## src/rtl/assert_macros.svh

```systemverilog
// Assertion macros shared by the decoder RTL.
`ifndef ASSERT_MACROS_SVH
`define ASSERT_MACROS_SVH
`ifndef SYNTHESIS
`define SITD_ASSERT(label, clk, rst, prop, msg) \
   label: assert property (@(posedge clk) disable iff (rst) (prop)) else $error(msg);
`define SITD_ASSERT_NEVER(label, clk, rst, expr, msg) \
   label: assert property (@(posedge clk) disable iff (rst) !(expr)) else $error(msg);
`else
`define SITD_ASSERT(label, clk, rst, prop, msg)
`define SITD_ASSERT_NEVER(label, clk, rst, expr, msg)
`endif
`endif

```

## src/rtl/sitd_pkg.sv

```systemverilog
// Types and constants of the seven-in-six text decoder.
`default_nettype none
package sitd_pkg;

   localparam int unsigned CHAR_W     = 8;
   localparam int unsigned DATA_W     = 7;
   localparam int unsigned STATUS_W   = 3;
   localparam int unsigned LEN_W      = 13;
   localparam int unsigned RSUM_W     = 20;
   localparam int unsigned SSUM_W     = 21;

   localparam int unsigned MAX_LENGTH_DEFAULT  = 4096;
   localparam int unsigned QUEUE_DEPTH_DEFAULT = 4;
   localparam logic [LEN_W-1:0] EXPECTED_RESET = LEN_W'(155);

   localparam logic KIND_DATA   = 1'b0;
   localparam logic KIND_STATUS = 1'b1;

   localparam logic [STATUS_W-1:0] ST_OK        = 3'd0;
   localparam logic [STATUS_W-1:0] ST_BAD_LEN   = 3'd1;
   localparam logic [STATUS_W-1:0] ST_LEN_MISM  = 3'd2;
   localparam logic [STATUS_W-1:0] ST_BAD_SYM   = 3'd3;
   localparam logic [STATUS_W-1:0] ST_NO_SEP    = 3'd4;
   localparam logic [STATUS_W-1:0] ST_SUM_MISM  = 3'd5;
   localparam logic [STATUS_W-1:0] ST_SHORT     = 3'd6;

   typedef struct packed {
      logic [CHAR_W-1:0] char_code;
      logic              record_end;
   } req_type;

   typedef struct packed {
      logic                kind;
      logic [DATA_W-1:0]   data_byte;
      logic [STATUS_W-1:0] status;
      logic                run_last;
   } rsp_type;

   // work left for the back end by one character
   typedef struct packed {
      logic                has_byte;
      logic [DATA_W-1:0]   data_byte;
      logic                has_status;
      logic [STATUS_W-1:0] status;
   } task_type;

endpackage
`default_nettype wire

```

## src/rtl/seven_in_six_text_decoder.sv

```systemverilog
// Each character's work goes into the work queue, then into the output register.
// Throughput: one character per cycle while the queue is not full; one result beat
// per cycle unless stalled, so a byte-and-status pair is absorbed by the work queue.
// The output register is the single beat-per-cycle point of the design.
// Reset: synchronous; record state cleared, expected length set to 155, no clear pass.
`default_nettype none
module seven_in_six_text_decoder #(
   parameter int unsigned MAX_LENGTH  = sitd_pkg::MAX_LENGTH_DEFAULT,
   parameter int unsigned QUEUE_DEPTH = sitd_pkg::QUEUE_DEPTH_DEFAULT
) (
   input  wire logic                        clock,
   input  wire logic                        reset,
   input  wire logic                        csr_write_en,
   input  wire logic [sitd_pkg::LEN_W-1:0]  csr_write_data,
   input  wire logic                        req_valid,
   output logic                             req_stall,
   input  wire sitd_pkg::req_type           req_payload,
   output logic                             rsp_valid,
   input  wire logic                        rsp_stall,
   output sitd_pkg::rsp_type                rsp_payload
);

   logic               accept;
   logic               push;
   logic               pop;
   logic               q_full;
   logic               q_empty;
   sitd_pkg::task_type push_task;
   sitd_pkg::task_type pop_task;

   assign req_stall = q_full;
   assign accept    = req_valid && !q_full;

   sitd_front #(
      .MAX_LENGTH (MAX_LENGTH)
   ) u_front (
      .clock          (clock),
      .reset          (reset),
      .csr_write_en   (csr_write_en),
      .csr_write_data (csr_write_data),
      .accept         (accept),
      .req            (req_payload),
      .push           (push),
      .push_task      (push_task)
   );

   sitd_fifo #(
      .DEPTH (QUEUE_DEPTH)
   ) u_fifo (
      .clock     (clock),
      .reset     (reset),
      .push      (push),
      .push_data (push_task),
      .pop       (pop),
      .pop_data  (pop_task),
      .full      (q_full),
      .empty     (q_empty)
   );

   sitd_back u_back (
      .clock       (clock),
      .reset       (reset),
      .task_data   (pop_task),
      .task_empty  (q_empty),
      .pop         (pop),
      .rsp_valid   (rsp_valid),
      .rsp_stall   (rsp_stall),
      .rsp_payload (rsp_payload)
   );

endmodule
`default_nettype wire

```

## src/rtl/sitd_front.sv

```systemverilog
// Front end: parses characters, repacks symbols, checks fields, queues output work.
`default_nettype none
module sitd_front #(
   parameter int unsigned MAX_LENGTH = sitd_pkg::MAX_LENGTH_DEFAULT
) (
   input  wire logic                          clock,
   input  wire logic                          reset,
   input  wire logic                          csr_write_en,
   input  wire logic [sitd_pkg::LEN_W-1:0]    csr_write_data,
   input  wire logic                          accept,
   input  wire sitd_pkg::req_type             req,
   output logic                               push,
   output sitd_pkg::task_type                 push_task
);

   typedef enum logic [2:0] {
      PH_LEN,
      PH_DATA,
      PH_SEP,
      PH_SUM,
      PH_DRAIN
   } phase_type;

   localparam logic [sitd_pkg::CHAR_W-1:0] CHAR_SPACE = 8'h20;
   localparam logic [sitd_pkg::LEN_W-1:0]  LEN_CAP    = '1;
   localparam logic [sitd_pkg::SSUM_W-1:0] SSUM_CAP   = '1;
   localparam int unsigned LMUL_W = sitd_pkg::LEN_W + 4;
   localparam int unsigned SMUL_W = sitd_pkg::SSUM_W + 4;

   // 64 means not in the alphabet
   function automatic logic [6:0] symbol_value(input logic [7:0] c);
      logic [6:0] v;
      v = 7'd64;
      if (c >= 8'h41 && c <= 8'h5A)      v = 7'(c - 8'h41);
      else if (c >= 8'h61 && c <= 8'h7A) v = 7'(c - 8'h61 + 8'd26);
      else if (c >= 8'h30 && c <= 8'h39) v = 7'(c - 8'h30 + 8'd52);
      else if (c == 8'h2B)               v = 7'd62;
      else if (c == 8'h2F)               v = 7'd63;
      return v;
   endfunction

   logic [sitd_pkg::LEN_W-1:0]    expected_ff;
   phase_type                     phase_ff, phase_in;
   logic [sitd_pkg::LEN_W-1:0]    len_acc_ff, len_acc_in;
   logic [12:0]                   bit_reg_ff, bit_reg_in;
   logic [2:0]                    bits_above_ff, bits_above_in;
   logic [sitd_pkg::LEN_W-1:0]    bytes_done_ff, bytes_done_in;
   logic [sitd_pkg::RSUM_W-1:0]   run_sum_ff, run_sum_in;
   logic [sitd_pkg::SSUM_W-1:0]   stated_ff, stated_in;
   logic                          digit_seen_ff, digit_seen_in;

   logic                          is_digit;
   logic [3:0]                    digit_val;
   logic [LMUL_W-1:0]             len_next;
   logic [SMUL_W-1:0]             sum_next;
   logic [6:0]                    sym;
   logic [12:0]                   shifted;
   logic [3:0]                    bits_sum;
   logic [3:0]                    bits_left;
   logic [sitd_pkg::LEN_W-1:0]    bytes_inc;
   logic                          len_bad;
   sitd_pkg::task_type            task_w;

   assign is_digit  = (req.char_code >= 8'h30) && (req.char_code <= 8'h39);
   assign digit_val = req.char_code[3:0];
   assign len_next  = LMUL_W'(len_acc_ff) * LMUL_W'(10) + LMUL_W'(digit_val);
   assign sum_next  = SMUL_W'(stated_ff) * SMUL_W'(10) + SMUL_W'(digit_val);
   assign sym       = symbol_value(req.char_code);
   assign shifted   = {bit_reg_ff[6:0], sym[5:0]};
   assign bits_sum  = 4'(bits_above_ff) + 4'd6;
   assign bits_left = bits_sum - 4'd7;
   assign bytes_inc = bytes_done_ff + sitd_pkg::LEN_W'(1);
   assign len_bad   = (len_acc_ff != expected_ff) ||
                      (32'(expected_ff) > 32'(MAX_LENGTH));

   always_comb begin
      phase_in      = phase_ff;
      len_acc_in    = len_acc_ff;
      bit_reg_in    = bit_reg_ff;
      bits_above_in = bits_above_ff;
      bytes_done_in = bytes_done_ff;
      run_sum_in    = run_sum_ff;
      stated_in     = stated_ff;
      digit_seen_in = digit_seen_ff;
      task_w        = '0;

      unique case (phase_ff)
         PH_LEN: begin
            if (is_digit) begin
               len_acc_in    = (len_next > LMUL_W'(LEN_CAP)) ? LEN_CAP
                                                             : len_next[sitd_pkg::LEN_W-1:0];
               digit_seen_in = 1'b1;
            end else if (req.char_code == CHAR_SPACE && digit_seen_ff) begin
               if (len_bad) begin
                  phase_in      = PH_DRAIN;
                  bits_above_in = sitd_pkg::ST_LEN_MISM;
               end else begin
                  digit_seen_in = 1'b0;
                  phase_in      = (expected_ff == '0) ? PH_SEP : PH_DATA;
               end
            end else begin
               phase_in      = PH_DRAIN;
               bits_above_in = sitd_pkg::ST_BAD_LEN;
            end
         end
         PH_DATA: begin
            if (sym[6]) begin
               phase_in      = PH_DRAIN;
               bits_above_in = sitd_pkg::ST_BAD_SYM;
            end else if (bits_sum >= 4'd7) begin
               task_w.has_byte  = 1'b1;
               task_w.data_byte = 7'(shifted >> bits_left);
               bits_above_in    = bits_left[2:0];
               bit_reg_in       = shifted & ((13'd1 << bits_left) - 13'd1);
               run_sum_in       = run_sum_ff + sitd_pkg::RSUM_W'(task_w.data_byte);
               bytes_done_in    = bytes_inc;
               if (bytes_inc >= expected_ff) begin
                  phase_in      = PH_SEP;
                  bit_reg_in    = '0;
                  bits_above_in = '0;
               end
            end else begin
               bit_reg_in    = shifted;
               bits_above_in = bits_sum[2:0];
            end
         end
         PH_SEP: begin
            if (req.char_code == CHAR_SPACE) begin
               phase_in      = PH_SUM;
               digit_seen_in = 1'b0;
            end else begin
               phase_in      = PH_DRAIN;
               bits_above_in = sitd_pkg::ST_NO_SEP;
            end
         end
         PH_SUM: begin
            if (is_digit) begin
               stated_in     = (sum_next > SMUL_W'(SSUM_CAP)) ? SSUM_CAP
                                                             : sum_next[sitd_pkg::SSUM_W-1:0];
               digit_seen_in = 1'b1;
            end else begin
               phase_in      = PH_DRAIN;
               bits_above_in = sitd_pkg::ST_SUM_MISM;
            end
         end
         default: ;
      endcase

      if (req.record_end) begin
         task_w.has_status = 1'b1;
         if (phase_in == PH_DRAIN)
            task_w.status = bits_above_in;
         else if (phase_in == PH_SUM && digit_seen_in)
            task_w.status = (sitd_pkg::RSUM_W'(stated_in) == run_sum_in &&
                             stated_in[sitd_pkg::SSUM_W-1] == 1'b0)
                            ? sitd_pkg::ST_OK : sitd_pkg::ST_SUM_MISM;
         else
            task_w.status = sitd_pkg::ST_SHORT;
         // record closes: back to the starting state
         phase_in      = PH_LEN;
         len_acc_in    = '0;
         bit_reg_in    = '0;
         bits_above_in = '0;
         bytes_done_in = '0;
         run_sum_in    = '0;
         stated_in     = '0;
         digit_seen_in = 1'b0;
      end
   end

   always_ff @(posedge clock) begin
      if (reset) begin
         expected_ff   <= sitd_pkg::EXPECTED_RESET;
         phase_ff      <= PH_LEN;
         len_acc_ff    <= '0;
         bit_reg_ff    <= '0;
         bits_above_ff <= '0;
         bytes_done_ff <= '0;
         run_sum_ff    <= '0;
         stated_ff     <= '0;
         digit_seen_ff <= 1'b0;
      end else begin
         if (csr_write_en)
            expected_ff <= csr_write_data;
         if (accept) begin
            phase_ff      <= phase_in;
            len_acc_ff    <= len_acc_in;
            bit_reg_ff    <= bit_reg_in;
            bits_above_ff <= bits_above_in;
            bytes_done_ff <= bytes_done_in;
            run_sum_ff    <= run_sum_in;
            stated_ff     <= stated_in;
            digit_seen_ff <= digit_seen_in;
         end
      end
   end

   assign push      = accept && (task_w.has_byte || task_w.has_status);
   assign push_task = task_w;

endmodule
`default_nettype wire

```

## src/rtl/sitd_fifo.sv

```systemverilog
// Short work queue between front end and back end.
`default_nettype none
`include "assert_macros.svh"
module sitd_fifo #(
   parameter int unsigned DEPTH = sitd_pkg::QUEUE_DEPTH_DEFAULT
) (
   input  wire logic                clock,
   input  wire logic                reset,
   input  wire logic                push,
   input  wire sitd_pkg::task_type  push_data,
   input  wire logic                pop,
   output sitd_pkg::task_type       pop_data,
   output logic                     full,
   output logic                     empty
);

   localparam int unsigned PTR_W = $clog2(DEPTH);
   localparam int unsigned CNT_W = $clog2(DEPTH + 1);
   localparam logic [PTR_W-1:0] LAST = PTR_W'(DEPTH - 1);

   sitd_pkg::task_type mem_ff [DEPTH];
   logic [PTR_W-1:0]   wr_ptr_ff, wr_ptr_in;
   logic [PTR_W-1:0]   rd_ptr_ff, rd_ptr_in;
   logic [CNT_W-1:0]   count_ff, count_in;

   always_comb begin
      wr_ptr_in = wr_ptr_ff;
      rd_ptr_in = rd_ptr_ff;
      count_in  = count_ff;
      if (push)
         wr_ptr_in = (wr_ptr_ff == LAST) ? '0 : wr_ptr_ff + PTR_W'(1);
      if (pop)
         rd_ptr_in = (rd_ptr_ff == LAST) ? '0 : rd_ptr_ff + PTR_W'(1);
      if (push && !pop)
         count_in = count_ff + CNT_W'(1);
      else if (pop && !push)
         count_in = count_ff - CNT_W'(1);
   end

   always_ff @(posedge clock) begin
      if (reset) begin
         wr_ptr_ff <= '0;
         rd_ptr_ff <= '0;
         count_ff  <= '0;
      end else begin
         wr_ptr_ff <= wr_ptr_in;
         rd_ptr_ff <= rd_ptr_in;
         count_ff  <= count_in;
      end
   end

   always_ff @(posedge clock) begin
      if (push)
         mem_ff[wr_ptr_ff] <= push_data;
   end

   assign pop_data = mem_ff[rd_ptr_ff];
   assign full     = (count_ff == CNT_W'(DEPTH));
   assign empty    = (count_ff == '0);

   `SITD_ASSERT_NEVER(a_no_overflow, clock, reset, push && full, "push into full queue")
   `SITD_ASSERT_NEVER(a_no_underflow, clock, reset, pop && empty, "pop from empty queue")
   `SITD_ASSERT(a_count_up, clock, reset, push && !pop |=> count_ff == $past(count_ff) + CNT_W'(1), "queue count did not advance")

endmodule
`default_nettype wire

```

## src/rtl/sitd_back.sv

```systemverilog
// Back end: turns queued work into result beats through an output register.
`default_nettype none
`include "assert_macros.svh"
module sitd_back (
   input  wire logic                clock,
   input  wire logic                reset,
   input  wire sitd_pkg::task_type  task_data,
   input  wire logic                task_empty,
   output logic                     pop,
   output logic                     rsp_valid,
   input  wire logic                rsp_stall,
   output sitd_pkg::rsp_type        rsp_payload
);

   logic                    rsp_valid_ff, rsp_valid_in;
   sitd_pkg::rsp_type       rsp_ff, rsp_in;
   logic                    pending_ff, pending_in;
   logic [sitd_pkg::STATUS_W-1:0] pend_status_ff, pend_status_in;
   logic                    load_ok;

   // output register free this cycle
   assign load_ok = !rsp_valid_ff || !rsp_stall;
   assign pop     = load_ok && !pending_ff && !task_empty;

   always_comb begin
      rsp_valid_in   = rsp_valid_ff;
      rsp_in         = rsp_ff;
      pending_in     = pending_ff;
      pend_status_in = pend_status_ff;
      if (load_ok) begin
         rsp_valid_in = 1'b0;
         if (pending_ff) begin
            // second beat of a character that finished a byte and the record
            rsp_valid_in       = 1'b1;
            rsp_in.kind        = sitd_pkg::KIND_STATUS;
            rsp_in.data_byte   = '0;
            rsp_in.status      = pend_status_ff;
            rsp_in.run_last    = 1'b1;
            pending_in         = 1'b0;
         end else if (!task_empty) begin
            rsp_valid_in = 1'b1;
            if (task_data.has_byte) begin
               rsp_in.kind      = sitd_pkg::KIND_DATA;
               rsp_in.data_byte = task_data.data_byte;
               rsp_in.status    = sitd_pkg::ST_OK;
               rsp_in.run_last  = !task_data.has_status;
               pending_in       = task_data.has_status;
               pend_status_in   = task_data.status;
            end else begin
               rsp_in.kind      = sitd_pkg::KIND_STATUS;
               rsp_in.data_byte = '0;
               rsp_in.status    = task_data.status;
               rsp_in.run_last  = 1'b1;
            end
         end
      end
   end

   always_ff @(posedge clock) begin
      if (reset) begin
         rsp_valid_ff <= 1'b0;
         pending_ff   <= 1'b0;
      end else begin
         rsp_valid_ff <= rsp_valid_in;
         pending_ff   <= pending_in;
      end
      rsp_ff         <= rsp_in;
      pend_status_ff <= pend_status_in;
   end

   assign rsp_valid   = rsp_valid_ff;
   assign rsp_payload = rsp_ff;

   `SITD_ASSERT(a_pending_behind_byte, clock, reset, pending_ff |-> rsp_valid_ff && rsp_ff.kind == sitd_pkg::KIND_DATA && !rsp_ff.run_last, "pending status without byte beat")
   `SITD_ASSERT(a_no_pop_pending, clock, reset, pop |-> !pending_ff, "queue popped with status pending")
   `SITD_ASSERT(a_status_last, clock, reset, rsp_valid_ff && rsp_ff.kind == sitd_pkg::KIND_STATUS |-> rsp_ff.run_last, "status beat not marked last")

endmodule
`default_nettype wire
```

## config.mk

```make
export PLATFORM = sky130hd
export DESIGN_NAME = seven_in_six_text_decoder
export DESIGN_NICKNAME = d
export VERILOG_FILES = /design/src/rtl/sitd_pkg.sv /design/src/rtl/seven_in_six_text_decoder.sv /design/src/rtl/sitd_front.sv /design/src/rtl/sitd_fifo.sv /design/src/rtl/sitd_back.sv
export VERILOG_INCLUDE_DIRS = /design/src /design/src/rtl
export SDC_FILE = /design/constraint.sdc
export NUM_CORES = 1
export LEC_CHECK = 0
export BUFFER_PORTS_ARGS = -buffer_cell sky130_fd_sc_hd__clkbuf_2
export CORE_MARGIN = 3
export CORE_UTILIZATION = 45
export CTS_BUF_LIST = sky130_fd_sc_hd__clkbuf_8
export CTS_CLUSTER_DIAMETER = 40
export DETAILED_ROUTE_END_ITERATION = 7
export SYNTH_ARGS = -nofsm -noshare
export SYNTH_HDL_FRONTEND = slang
export SYNTH_HIERARCHICAL = 1
export SYNTH_SLANG_ARGS = --single-unit
```

## constraint.sdc

```tcl
create_clock -name clock -period 7.6 [get_ports clock]
set_clock_uncertainty 0.2 [all_clocks]
set_input_delay 1.52 -clock clock [delete_from_list [all_inputs] [get_ports clock]]
set_output_delay 1.52 -clock clock [all_outputs]
set_load 0.02 [all_outputs]
```

==> summary.txt <==
Max Transition Viols Final = 0
Die Wd = 173 um
maximum vdd drop = 0.0000985 V
Root Driver = clkbuf_8
Hold Vio Cnt, Final = 0
Nets = 1621
n_diodes = 0
Tmin final = 7310 ps
ys async rst share = 0%
r2r endpoint = u_fifo/mem_ff[2][2]
post-synthesis cell area = 12600 um2
non-filler cells, final = 1861
grt ovf = 0
placed insts = 1826
CP peak stage delay = 510 ps
HPWL Detailed = 24300 um
largest net degree at the start of global routing = 54
CTS H-tree depth = 4
antenna-violating nets left = 0
worst-path maximum fanout = 6
Ys Warns = 6
Starting Density = 46.2%
worst-case hold slack = 302 ps
crit path DAT = 7290 ps
Clock transition at path regs = 110 ps
drt initial violations = 827
Max-slew headroom = 16.9%
DRC = 0
number of antenna violations at the first check in global routing = 0
hold crit path type = register to register
FF-to-FF setup slack = 1220 ps
Yosys cell types = 92
clock sink count = 168
syn_area_per_cell = 9.02 um2
final wirelength = 32500 um
slowest stage cell on the critical path = a2111oi_4
Worst setup EP type = register
DIE AREA = 30000 um2
Most common cell on crit path = buf_4
Filler Cell Count = 2587
final weighted congestion in routability-driven placement = 0.924
Cell Rows = 60
Total Routing Usage GR = 21.3%
measured slew at the worst slew-check pin = 1240 ps
Vias/cell = 5.72
Worst Setup SP = req_payload[1]
Max-Cap Viols = 0
CP startpoint kind = input pin
Layout Utilization = 52.1%
drt wl/cell = 17.4 um
Seq/Total Area, Yosys = 31.7%
Max Buffers Root-to-Sink = 2
drt first pass iters = 5
share of cells above drive strength 1 = 15.4%
Mapped Cells = 1397
Req. time, crit path = 7580 ps
final worst-path cycle share = 96.2%
Design Power = 0.00231 W
Synth Flop Type = dfxtp_1
CP bufs+invs = 6
Top delay family on crit path = compound AO/OA/AOI/OAI gates
final setup fails = 0
number of flops mapped to enable cells by yosys = 63
status = finished clean
Post-Syn Nets = 1542
CTS Buf Count = 17
Synth Register Bits = 168
I/O pins = 41
min-delay src = u_front/stated_ff[0]
port buffer count = 40
Hold Path Depth = 2
Reg2Reg Depth = 21
first-pass GRT wire length = 53100 um
Hold EP = u_front/stated_ff[0]
core area = 27300 um2
R2R Path Start = u_front/bits_above_ff[1]
P&R area growth vs syn = 12.7%
Die H = 173 um
Leak = 5.90 nW
CP Class = input pin to register
setup TNS = 0 ps
vias = 10600
worst skew pair latency = 480 ps
CTS tree = built
vias in the first global route = 10100
PwrDens = 163 nW/um2
top achievable clock speed = 137 MHz
-- layer usage --
metal / vias up / wire length [um] / global-route usage (%)
met3: 33 / 1280 / 2.63
li1: 5298 / - / -
met2: 231 / 15100 / 34.7
met4: 0 / 498 / 5.30
met5: - / 0 / 0
met1: 5084 / 15600 / 30.1
-- tightest hold or removal path, stage by stage, from the launching register on --
cell and delay [ps]:
dfxtp_1 350, nand2_1 60, a21oi_1 50
-- metrics by stage --
stage	instance area (um2)	setup WS (ps)
after floorplan	12600	22.6
final	14200	290
after global routing	14200	-28.4
after global placement	13600	-223
after CTS	14100	124
after detailed placement	13600	-368
-- worst max path at each step --
stage / to / slack (ps) / cells after the start
6_report: u_fifo/mem_ff[2][2] / 290 / 30
5_1_grt: u_fifo/mem_ff[2][2] / -30 / 30
4_1_cts: u_fifo/mem_ff[2][2] / 120 / 29
3_5_place_dp: u_fifo/mem_ff[2][2] / -370 / 30
3_3_place_gp: u_fifo/mem_ff[0][2] / -220 / 29
2_1_floorplan: u_fifo/mem_ff[0][2] / 20 / 29
-- cell usage after synthesis, types with 6 or more instances --
master | count | share of area, %
ha_1 | 112 | 11
nor2_1 | 139 | 4.1
nor3_1 | 20 | 0.79
nand4_1 | 17 | 0.84
mux2_2 | 7 | 0.63
o22ai_1 | 7 | 0.35
a21oi_1 | 100 | 4.0
mux4_2 | 13 | 2.3
nand3b_1 | 17 | 1.0
clkbuf_1 | 49 | 1.5
edfxtp_1 | 63 | 15
mux2i_1 | 28 | 2.2
buf_2 | 6 | 0.24
nand3_1 | 26 | 1.0
fa_1 | 6 | 0.95
a21o_1 | 16 | 0.95
nand2_1 | 108 | 3.2
o21ai_1 | 6 | 0.24
xor2_1 | 46 | 3.2
dfxtp_1 | 105 | 17
a22oi_1 | 20 | 1.2
and3_1 | 19 | 0.94
nand2b_1 | 20 | 0.99
o21a_1 | 12 | 0.71
a221o_1 | 14 | 1.1
nor4_1 | 10 | 0.50
and2_1 | 27 | 1.3
a31oi_1 | 8 | 0.40
o31ai_1 | 13 | 0.77
nor2b_1 | 15 | 0.74
o21ai_0 | 79 | 3.1
o211ai_1 | 13 | 0.77
xnor2_1 | 63 | 4.4
a32oi_1 | 7 | 0.49
inv_1 | 58 | 1.7
a211oi_1 | 9 | 0.54
-- repair_timing --
action,CTS,global route
gates resized for setup,0,27
hold buffers,0,0
setup endpoints to repair,0,8
buffers inserted,0,3
-- layout by cell type (no fill, tap or decap), types with 9 or more instances in the layout --
| master | count |
|---|---|
| nand4_1 | 17 |
| o21a_1 | 12 |
| xnor2_1 | 63 |
| nand3b_1 | 17 |
| clkbuf_8 | 17 |
| o211ai_1 | 13 |
| edfxtp_1 | 63 |
| nor2_1 | 138 |
| nand3_1 | 26 |
| a22oi_1 | 20 |
| nor3_1 | 19 |
| a21oi_1 | 100 |
| a21o_1 | 16 |
| a221o_1 | 14 |
| mux4_2 | 13 |
| dfxtp_1 | 105 |
| o21ai_0 | 75 |
| clkbuf_2 | 39 |
| xor2_1 | 45 |
| mux2i_1 | 28 |
| buf_4 | 81 |
| ha_1 | 112 |
| nor4_1 | 9 |
| and3_1 | 17 |
| o31ai_1 | 11 |
| nand2b_1 | 20 |
| and2_1 | 27 |
| nor2b_1 | 14 |
| inv_1 | 57 |
| nand2_1 | 108 |
-- sequential cells by signal, indices dropped and copies added (netlist names), 2 cells and up, named ones only --
| register | count |
|---|---|
| u_back/pend_status_ff | 3 |
| u_back/rsp_payload | 12 |
| u_fifo/count_ff | 3 |
| u_fifo/mem_ff | 48 |
| u_fifo/rd_ptr_ff | 2 |
| u_fifo/wr_ptr_ff | 2 |
| u_front/bit_reg_ff | 7 |
| u_front/bits_above_ff | 3 |
| u_front/bytes_done_ff | 13 |
| u_front/expected_ff | 13 |
| u_front/len_acc_ff | 13 |
| u_front/phase_ff | 3 |
| u_front/run_sum_ff | 20 |
| u_front/stated_ff | 21 |
-- report_power, final --
group	internal [W]	total, W	switching, W
clock network	0.000262	0.000691	0.000429
logic	0.000214	0.000529	0.000315
registers	0.00103	0.00109	0.0000573
total	0.00151	0.00231	0.000801
-- layout make-up --
cell class / count / area, um2 / share of cell area, %
clock buffer: 17 / 234 / 1.65
clock inverter: 15 / 209 / 1.47
inverter: 62 / 233 / 1.64
multi-input combinational: 1106 / 8250 / 58.1
sequential: 168 / 3990 / 28.1
tap: 372 / 465 / 3.28
timing repair buffer: 121 / 808 / 5.69
-- kinds of logic after synthesis --
kind of cell | count (synthesis) | synth area share, %
muxes | 50 | 5.59
AOI/OAI and AO/OA | 369 | 19.9
adders and majority gates | 118 | 12.1
xor gates and xnor gates | 112 | 8.14
DFF | 168 | 31.7
and+or+nand+nor | 457 | 18.8
buffers and inverters | 123 | 3.87
Power figures use the tool's default switching activity.
